## src/hdl/drp_pkg.sv

```systemverilog
`timescale 1ns / 1ps
// Types, constants and codes shared by the DHCP reply parser.
package drp_pkg;

    localparam int unsigned CFG_IDX_W  = 8;
    localparam int unsigned CFG_DATA_W = 32;

    localparam logic [CFG_IDX_W-1:0] CFG_TRANSACTION_ID = 8'd0;
    localparam logic [CFG_IDX_W-1:0] CFG_LISTEN_MODE    = 8'd1;

    localparam logic [1:0] MODE_IDLE       = 2'd0;
    localparam logic [1:0] MODE_WAIT_OFFER = 2'd1;
    localparam logic [1:0] MODE_WAIT_ACK   = 2'd2;

    localparam logic [1:0] VERDICT_NONE  = 2'd0;
    localparam logic [1:0] VERDICT_OFFER = 2'd1;
    localparam logic [1:0] VERDICT_ACK   = 2'd2;

    localparam logic [15:0] OPT_FIRST = 16'd240;
    localparam logic [15:0] MIN_LEN   = 16'd237;
    localparam logic [7:0]  OP_REPLY  = 8'd2;
    localparam logic [7:0]  OPT_PAD_END = 8'h00;
    localparam logic [7:0]  OPT_NETMASK = 8'd1;
    localparam logic [7:0]  OPT_ROUTER  = 8'd3;
    localparam logic [7:0]  OPT_MSGTYPE = 8'd53;
    localparam logic [7:0]  OPT_SERVER  = 8'd54;
    localparam logic [7:0]  MT_OFFER  = 8'd2;
    localparam logic [7:0]  MT_ACK    = 8'd5;
    localparam logic [7:0]  LEN_MSGTYPE = 8'd1;
    localparam logic [7:0]  LEN_ADDR    = 8'd4;

    localparam logic [15:0] POS_OP       = 16'd0;
    localparam logic [15:0] POS_XID_END  = 16'd7;
    localparam logic [15:0] POS_YI_END   = 16'd19;
    localparam logic [15:0] POS_MAX      = 16'hFFFF;

    typedef enum logic [2:0] {
        PH_IDLE       = 3'd0,
        PH_WAIT_OFFER = 3'd1,
        PH_WAIT_ACK   = 3'd2,
        PH_OFFER_DONE = 3'd3,
        PH_ACK_DONE   = 3'd4
    } t_phase;

    typedef enum logic [1:0] {
        OPT_IDLE  = 2'd0,
        OPT_LEN   = 2'd1,
        OPT_VALUE = 2'd2
    } t_opt_stage;

    typedef struct packed {
        logic [7:0]  data_byte;
        logic [15:0] packet_length;
        logic        last_byte;
    } t_in_item;

    typedef struct packed {
        logic [1:0]  verdict;
        logic [31:0] client_addr;
        logic [31:0] server_addr;
        logic [31:0] router_addr;
        logic [31:0] netmask;
    } t_out_item;

    typedef struct packed {
        logic        op_ok;
        logic        xid_ok;
        logic [31:0] yiaddr;
        logic        mt_found;
        logic [7:0]  mt;
        logic        srv_found;
        logic [31:0] srv;
        logic        rtr_found;
        logic [31:0] rtr;
        logic        msk_found;
        logic [31:0] msk;
    } t_parse;

endpackage

```

## src/hdl/drp_walk.sv

```systemverilog
`timescale 1ns / 1ps
// Per-packet header checks, option walk and value capture.
module drp_walk (
    input  logic              i_clk,
    input  logic              i_rst_n,
    input  logic              i_step,
    input  drp_pkg::t_in_item i_item,
    input  logic [31:0]       i_xid,
    output drp_pkg::t_parse   o_parse
);

    logic [15:0]         r_pos;
    logic [15:0]         r_next;
    logic                r_stop;
    logic [7:0]          r_id;
    drp_pkg::t_opt_stage r_stage;
    logic [31:0]         r_shift;
    drp_pkg::t_parse     r_res;

    logic [15:0]         n_pos;
    logic [15:0]         n_next;
    logic                n_stop;
    logic [7:0]          n_id;
    drp_pkg::t_opt_stage n_stage;
    logic [31:0]         n_shift;
    drp_pkg::t_parse     n_res;

    logic [7:0]  w_b;
    logic [16:0] w_pos_p1;
    logic [16:0] w_end;
    logic        w_want;
    logic        w_at_start;
    logic        w_at_close;
    logic        w_near_end;

    assign w_b        = i_item.data_byte;
    assign w_pos_p1   = {1'b0, r_pos} + 17'd1;
    assign w_end      = w_pos_p1 + {9'd0, w_b};
    assign w_at_start = (r_pos == r_next);
    assign w_at_close = (w_pos_p1 == {1'b0, r_next});
    assign w_near_end = (({1'b0, r_pos} + 17'd5) >= {1'b0, i_item.packet_length});
    assign n_shift    = {r_shift[23:0], w_b};
    assign n_pos      = (r_pos != drp_pkg::POS_MAX) ? w_pos_p1[15:0] : r_pos;

    always_comb begin
        unique case (r_id)
            drp_pkg::OPT_MSGTYPE: w_want = (w_b == drp_pkg::LEN_MSGTYPE);
            drp_pkg::OPT_SERVER,
            drp_pkg::OPT_ROUTER,
            drp_pkg::OPT_NETMASK: w_want = (w_b == drp_pkg::LEN_ADDR);
            default:              w_want = 1'b0;
        endcase
    end

    // next option stage
    always_comb begin
        n_stage = r_stage;
        if (!r_stop) begin
            unique case (r_stage)
                drp_pkg::OPT_LEN:   n_stage = w_want ? drp_pkg::OPT_VALUE : drp_pkg::OPT_IDLE;
                drp_pkg::OPT_VALUE: n_stage = w_at_close ? drp_pkg::OPT_IDLE : r_stage;
                drp_pkg::OPT_IDLE: begin
                    if (w_at_start && w_b != drp_pkg::OPT_PAD_END && !w_near_end) begin
                        n_stage = drp_pkg::OPT_LEN;
                    end
                end
                default:            n_stage = drp_pkg::OPT_IDLE;
            endcase
        end
    end

    // walk and capture data
    always_comb begin
        n_next = r_next;
        n_stop = r_stop;
        n_id   = r_id;
        n_res  = r_res;
        if (r_pos == drp_pkg::POS_OP) begin
            n_res.op_ok = (w_b == drp_pkg::OP_REPLY);
        end
        if (r_pos == drp_pkg::POS_XID_END) begin
            n_res.xid_ok = (n_shift == i_xid);
        end
        if (r_pos == drp_pkg::POS_YI_END) begin
            n_res.yiaddr = n_shift;
        end
        if (!r_stop) begin
            unique case (r_stage)
                drp_pkg::OPT_LEN: begin
                    n_next = w_end[16] ? drp_pkg::POS_MAX : w_end[15:0];
                end
                drp_pkg::OPT_VALUE: begin
                    if (w_at_close) begin
                        priority case (r_id)
                            drp_pkg::OPT_MSGTYPE: begin
                                if (!r_res.mt_found) begin
                                    n_res.mt_found = 1'b1;
                                    n_res.mt       = w_b;
                                end
                            end
                            drp_pkg::OPT_SERVER: begin
                                if (!r_res.srv_found) begin
                                    n_res.srv_found = 1'b1;
                                    n_res.srv       = n_shift;
                                end
                            end
                            drp_pkg::OPT_ROUTER: begin
                                if (!r_res.rtr_found) begin
                                    n_res.rtr_found = 1'b1;
                                    n_res.rtr       = n_shift;
                                end
                            end
                            default: begin
                                if (!r_res.msk_found) begin
                                    n_res.msk_found = 1'b1;
                                    n_res.msk       = n_shift;
                                end
                            end
                        endcase
                    end
                end
                drp_pkg::OPT_IDLE: begin
                    if (w_at_start) begin
                        if (w_b == drp_pkg::OPT_PAD_END || w_near_end) begin
                            n_stop = 1'b1;
                        end else begin
                            n_id = w_b;
                        end
                    end
                end
                default: begin
                    n_next = r_next;
                end
            endcase
        end
    end

    assign o_parse = n_res;

    always_ff @(posedge i_clk) begin
        if (!i_rst_n || (i_step && i_item.last_byte)) begin
            r_pos   <= '0;
            r_next  <= drp_pkg::OPT_FIRST;
            r_stop  <= 1'b0;
            r_id    <= '0;
            r_stage <= drp_pkg::OPT_IDLE;
            r_shift <= '0;
            r_res   <= '0;
        end else if (i_step) begin
            r_pos   <= n_pos;
            r_next  <= n_next;
            r_stop  <= n_stop;
            r_id    <= n_id;
            r_stage <= n_stage;
            r_shift <= n_shift;
            r_res   <= n_res;
        end
    end

`ifndef ASSERT_OFF
    a_stop_idle: assert property (@(posedge i_clk) disable iff (!i_rst_n)
        r_stop |-> (r_stage == drp_pkg::OPT_IDLE))
        else $error("option walk stopped mid-option");
    a_value_id: assert property (@(posedge i_clk) disable iff (!i_rst_n)
        (r_stage == drp_pkg::OPT_VALUE) |-> (r_id == drp_pkg::OPT_MSGTYPE
            || r_id == drp_pkg::OPT_SERVER || r_id == drp_pkg::OPT_ROUTER
            || r_id == drp_pkg::OPT_NETMASK))
        else $error("capturing an option that is not tracked");
    a_last_clears: assert property (@(posedge i_clk) disable iff (!i_rst_n)
        (i_step && i_item.last_byte) |=> (r_pos == '0 && r_next == drp_pkg::OPT_FIRST))
        else $error("packet state not cleared after last byte");
`endif

endmodule

```

## src/hdl/dhcp_reply_parser_top.sv

```systemverilog
`timescale 1ns / 1ps
// DHCP offer / ack reply parser, top level.
// Takes one payload byte per cycle, sustained, through an input register and then into the result
// register; a byte is refused only while the input register holds a last byte whose result
// cannot yet be written because the result register is full and not taken. The option walk and
// value capture in drp_walk update once per byte. One result leaves on each last byte.
// Configuration writes are always ready and are registered.
module dhcp_reply_parser_top (
    input  logic                               i_clk,
    input  logic                               i_rst_n,
    input  logic                               i_in_valid,
    output logic                               o_in_ready,
    input  drp_pkg::t_in_item                  i_in,
    output logic                               o_out_valid,
    input  logic                               i_out_ready,
    output drp_pkg::t_out_item                 o_out,
    input  logic                               i_cfg_valid,
    output logic                               o_cfg_ready,
    input  logic [drp_pkg::CFG_IDX_W-1:0]      i_cfg_index,
    input  logic [drp_pkg::CFG_DATA_W-1:0]     i_cfg_data
);

    logic               r_in_valid;
    drp_pkg::t_in_item  r_in;
    logic               r_out_valid;
    drp_pkg::t_out_item r_out;
    logic [31:0]        r_xid;
    drp_pkg::t_phase    r_phase;
    drp_pkg::t_phase    n_phase;
    drp_pkg::t_out_item n_out;

    drp_pkg::t_parse w_parse;
    logic            w_adv;
    logic            w_done;
    logic            w_cfg_we;
    logic            w_base_ok;
    logic [1:0]      w_mode;

    assign w_adv       = r_in_valid && (!r_in.last_byte || !r_out_valid || i_out_ready);
    assign w_done      = w_adv && r_in.last_byte;
    assign o_in_ready  = !r_in_valid || w_adv;
    assign o_cfg_ready = 1'b1;
    assign w_cfg_we    = i_cfg_valid;
    assign w_mode      = i_cfg_data[1:0];
    assign o_out_valid = r_out_valid;
    assign o_out       = r_out;

    drp_walk u_walk (
        .i_clk   (i_clk),
        .i_rst_n (i_rst_n),
        .i_step  (w_adv),
        .i_item  (r_in),
        .i_xid   (r_xid),
        .o_parse (w_parse)
    );

    assign w_base_ok = (r_in.packet_length >= drp_pkg::MIN_LEN) && w_parse.op_ok
                       && w_parse.mt_found && w_parse.xid_ok;

    // result for the packet
    always_comb begin
        n_out         = '0;
        n_out.verdict = drp_pkg::VERDICT_NONE;
        unique case (r_phase)
            drp_pkg::PH_WAIT_OFFER: begin
                if (w_base_ok && w_parse.mt == drp_pkg::MT_OFFER && w_parse.srv_found) begin
                    n_out.verdict     = drp_pkg::VERDICT_OFFER;
                    n_out.client_addr = w_parse.yiaddr;
                    n_out.server_addr = w_parse.srv;
                end
            end
            drp_pkg::PH_WAIT_ACK: begin
                if (w_base_ok && w_parse.mt == drp_pkg::MT_ACK) begin
                    n_out.verdict     = drp_pkg::VERDICT_ACK;
                    n_out.client_addr = w_parse.yiaddr;
                    n_out.router_addr = w_parse.rtr_found ? w_parse.rtr : '0;
                    n_out.netmask     = w_parse.msk_found ? w_parse.msk : '0;
                end
            end
            default: begin
                n_out.verdict = drp_pkg::VERDICT_NONE;
            end
        endcase
    end

    // next phase
    always_comb begin
        n_phase = r_phase;
        if (w_cfg_we && i_cfg_index == drp_pkg::CFG_LISTEN_MODE) begin
            unique case (w_mode)
                drp_pkg::MODE_WAIT_OFFER: n_phase = drp_pkg::PH_WAIT_OFFER;
                drp_pkg::MODE_WAIT_ACK:   n_phase = drp_pkg::PH_WAIT_ACK;
                default:                  n_phase = drp_pkg::PH_IDLE;
            endcase
        end else if (w_done && n_out.verdict == drp_pkg::VERDICT_OFFER) begin
            n_phase = drp_pkg::PH_OFFER_DONE;
        end else if (w_done && n_out.verdict == drp_pkg::VERDICT_ACK) begin
            n_phase = drp_pkg::PH_ACK_DONE;
        end
    end

    always_ff @(posedge i_clk) begin
        if (!i_rst_n) begin
            r_in_valid  <= 1'b0;
            r_out_valid <= 1'b0;
            r_xid       <= '0;
            r_phase     <= drp_pkg::PH_IDLE;
        end else begin
            r_phase <= n_phase;
            if (o_in_ready) begin
                r_in_valid <= i_in_valid;
            end
            if (w_done) begin
                r_out_valid <= 1'b1;
            end else if (i_out_ready) begin
                r_out_valid <= 1'b0;
            end
            if (w_cfg_we && i_cfg_index == drp_pkg::CFG_TRANSACTION_ID) begin
                r_xid <= i_cfg_data[31:0];
            end
        end
    end

    always_ff @(posedge i_clk) begin
        if (o_in_ready && i_in_valid) begin
            r_in <= i_in;
        end
        if (w_done) begin
            r_out <= n_out;
        end
    end

`ifndef ASSERT_OFF
    a_offer_done: assert property (@(posedge i_clk) disable iff (!i_rst_n)
        (w_done && !w_cfg_we && n_out.verdict == drp_pkg::VERDICT_OFFER)
        |=> (r_phase == drp_pkg::PH_OFFER_DONE))
        else $error("accepted offer did not close the phase");
    a_ack_done: assert property (@(posedge i_clk) disable iff (!i_rst_n)
        (w_done && !w_cfg_we && n_out.verdict == drp_pkg::VERDICT_ACK)
        |=> (r_phase == drp_pkg::PH_ACK_DONE))
        else $error("accepted ack did not close the phase");
    a_none_zero: assert property (@(posedge i_clk) disable iff (!i_rst_n)
        (r_out_valid && r_out.verdict == drp_pkg::VERDICT_NONE)
        |-> (r_out.client_addr == '0 && r_out.server_addr == '0))
        else $error("ignored reply carries addresses");
    a_offer_fields: assert property (@(posedge i_clk) disable iff (!i_rst_n)
        (r_out_valid && r_out.verdict == drp_pkg::VERDICT_OFFER)
        |-> (r_out.router_addr == '0 && r_out.netmask == '0))
        else $error("offer carries ack fields");
    a_verdict_code: assert property (@(posedge i_clk) disable iff (!i_rst_n)
        r_out_valid |-> (r_out.verdict == drp_pkg::VERDICT_NONE
            || r_out.verdict == drp_pkg::VERDICT_OFFER
            || r_out.verdict == drp_pkg::VERDICT_ACK))
        else $error("undefined verdict code");
`endif

endmodule
```

## config.mk

```make
export PLATFORM = sky130hd
export DESIGN_NAME = dhcp_reply_parser_top
export DESIGN_NICKNAME = d
export VERILOG_FILES = /design/src/hdl/drp_pkg.sv /design/src/hdl/drp_walk.sv /design/src/hdl/dhcp_reply_parser_top.sv
export SDC_FILE = /design/constraint.sdc
export NUM_CORES = 1
export LEC_CHECK = 0
export BUFFER_PORTS_ARGS = -buffer_cell sky130_fd_sc_hd__buf_2
export CELL_PAD_IN_SITES_DETAIL_PLACEMENT = 1
export CELL_PAD_IN_SITES_GLOBAL_PLACEMENT = 1
export CORE_MARGIN = 2
export CORE_UTILIZATION = 48
export DETAILED_ROUTE_END_ITERATION = 10
export PLACE_DENSITY_LB_ADDON = 0.1
export SLEW_MARGIN = 20
export SYNTH_ARGS = -nofsm -noshare
export SYNTH_HDL_FRONTEND = slang
export SYNTH_SLANG_ARGS = --single-unit
```

## constraint.sdc

```tcl
create_clock -name i_clk -period 13.8 [get_ports i_clk]
set_input_delay 0 -clock i_clk [delete_from_list [all_inputs] [get_ports i_clk]]
set_output_delay 0 -clock i_clk [all_outputs]
set_load 0.02 [all_outputs]
```

==> metrics <==
run status=finished clean; critical path fanouts, max=17; DRT iter0 DRCs=1015; DRC=0; GR Util met2=0.555; Slew Limit Fails=0; clock skew=0.0274 ns; WHS=0.117 ns; Final Hold Vio Count=0; Clock Sinks=401; RR Startpoint=u_walk.r_pos[2]$_SDFFE_PP0P_; crit path kind=reg -> reg; Final HPWL DP=37.7 mm; endpoints failing setup=0; post-synth top area cell=dfxtp_1; top post-synthesis cells by area=dfxtp_1, edfxtp_1, nand2_1, a21oi_1, mux2i_1; fin crit share=0.339; Synth Cell Area=18300 um2; Synth Register Bits=401; CTS buffer count=44; Worst R2R End=u_walk.r_next[8]$_SDFFE_PP0P_; global-route wire length before repair=97.4 mm; unrepaired setup endpoints after global routing=no; FMAX=0.213 GHz; Port Buffers=201; ys async rst share=0; placed cells=2597; met1 Use GR=0.411; top_reg_cell synth=dfxtp_1; Fillers=4244; via count=15953; Die W=199 um; layout cells sized above 1=0.162; PwrDens=116 nW/um2; row count=71; CP required=14.31 ns; Yosys cell types=70; DRT antenna net count=0; total power=2.59 mW; Nets=2352; non-filler instance count after layout=2803; WL per Instance=22.6 um; area post-placement=19500 um2; syn nets=2120; Die Area=39700 um2; Max VDD drop=86.0 uV; core area=37600 um2; sequential fraction of the synthesis area=0.524; CTS tree=done; Avg Inst Size Synth=9.04 um2; Area growth syn-to-layout=21.8%; Setup TNS Final=0 ns; CP endpoint kind=register; vias per std cell=5.69; commonest non-fill, non-tap cell in the layout=nand2_1; HP Class=in -> reg; top cell type's share of synthesized area=0.269; final setup margin=9.12 ns; clk root buf=clkbuf_16; Post-Synthesis Cells=2023; Post-synth EDFFs=155; fin util=0.593; r2r worst-path depth=10; First-pass DRT Iterations=6; worst slew pin tran=1.14 ns; CTS max path bufs=3; Hold EP=r_phase[2]$_SDFFE_PN0P_; WL final=63.3 mm; number of I/O pins=203; Rel. slew slack=0.238; post-CTS setup buffer count=0; GR Util All Layers=0.321; H-Tree Level Count=2; Finished Cell Area=22300 um2; Initial Util=0.487; Place WS=9.21 ns; die height=199 um; vias in the first global route=16902; hold depth=3; P_leak=8.17 nW; R2R setup slack=9.12 ns; crit path DAT=5.19 ns; Final min period=4.68 ns; Worst Min Path Start=i_rst_n; Clock Latency Late Sink=0.58 ns; largest net degree at the start of global routing=82; commonest cells after routing, fill and taps aside=nand2_1, a21oi_1, dfxtp_1; met3 usage=0.0511; Clock Pin Slew Worst Setup and Hold Paths=0.05 ns; routability cong.=0.912; GRT Residual Overflow=0; Max Cap Viol=0; initial antenna violation count=1; gr busiest metal=met2; Syn. warnings=0; critical path launch point type=register
-- Yosys cell counts (17+ instances only) --
library cell,n
nor3_1,17
inv_1,29
a21oi_1,246
o21ai_0,37
ha_1,26
nor2_1,131
xor2_1,68
clkbuf_1,126
edfxtp_1,155
buf_2,22
xnor2_1,38
mux2i_1,75
nand2_1,534
a21boi_0,35
nor4_1,19
nand2_2,20
dfxtp_1,246
-- routing by layer --
| layer | routed length [um] | vias up | part of all wire |
|---|---|---|---|
| li1 | - | 7301 | - |
| met1 | 26500 | 7970 | 0.42 |
| met2 | 31300 | 556 | 0.49 |
| met3 | 3780 | 124 | 0.060 |
| met4 | 1720 | 2 | 0.027 |
| met5 | 13 | - | 0.00021 |
-- critical path, cell delays in order, from the launching register on --
cell and delay [ns]:
dfxtp_1 0.74, and4_1 0.50, nand2_1 0.18, nor2_1 0.28, xor2_1 0.11, ha_1 0.34
a21oi_1 0.11, a2111oi_2 0.72, nand2_1 0.24, o41ai_2 1.04, o221a_2 0.37
-- flip-flops by register name, summed over array words and instances (netlist names) --
register and cells:
o_out 130, o_out_valid 1, r_in 25, r_in_valid 1
r_phase 3, r_xid 32, u_walk.r_id 8, u_walk.r_next 16
u_walk.r_pos 16, u_walk.r_res 142, u_walk.r_shift 24, u_walk.r_stage 2
u_walk.r_stop 1
-- worst max-delay path by stage --
stage	cells past startpoint	endpoint	from	slack, ns
2_1_floorplan	8	u_walk.r_res[0]$_SDFFE_PP0P_	o_out_valid$_SDFFE_PN0P_	8.09
3_3_place_gp	10	u_walk.r_next[1]$_SDFFE_PP0P_	u_walk.r_pos[2]$_SDFFE_PP0P_	9.37
3_5_place_dp	11	o_out[121]$_DFFE_PP_	u_walk.r_pos[0]$_SDFFE_PP0P_	9.21
4_1_cts	12	u_walk.r_res[10]$_SDFFE_PP0P_	u_walk.r_pos[0]$_SDFFE_PP0P_	9.20
5_1_grt	12	u_walk.r_res[10]$_SDFFE_PP0P_	u_walk.r_pos[0]$_SDFFE_PP0P_	8.79
6_report	10	u_walk.r_next[8]$_SDFFE_PP0P_	u_walk.r_pos[2]$_SDFFE_PP0P_	9.12
-- where the power goes --
group	internal, mW	switching, mW
Clock	0.739	0.499
Combinational	0.0362	0.0574
Sequential	1.23	0.0215
Total	2.01	0.578
-- repair_timing --
action	4_1_cts	5_1_grt
endpoints found under the hold margin	62	0
gates resized for setup	0	0
hold buffers	122	0
-- cell type report --
cell class,instances,area (um2),area share
Antenna cell,1,2.50,0.000112
Clock buffer,65,1320,0.0593
Clock inverter,17,191,0.00859
Inverter,29,109,0.00488
Multi-Input combinational cell,1431,8030,0.360
Sequential cell,401,9580,0.430
Tap cell,511,639,0.0287
Timing Repair Buffer,348,2410,0.108
-- cell families (layout without fill, tap and decap cells) --
group                    count (synthesis)  count (layout)  synth area share
AO/OA/AOI/OAI                          389             389             0.124
XOR/XNOR                               106             106            0.0507
adder cells (fa/ha/maj)                 27              27            0.0189
buffers and inverters                  191             459            0.0440
flip-flops                             401             401             0.524
multiplexers                            76              76            0.0416
other                                    1               2          0.000205
AND/OR/NAND/NOR                        832             832             0.197
No activity file was read; power rests on OpenSTA's default activity.
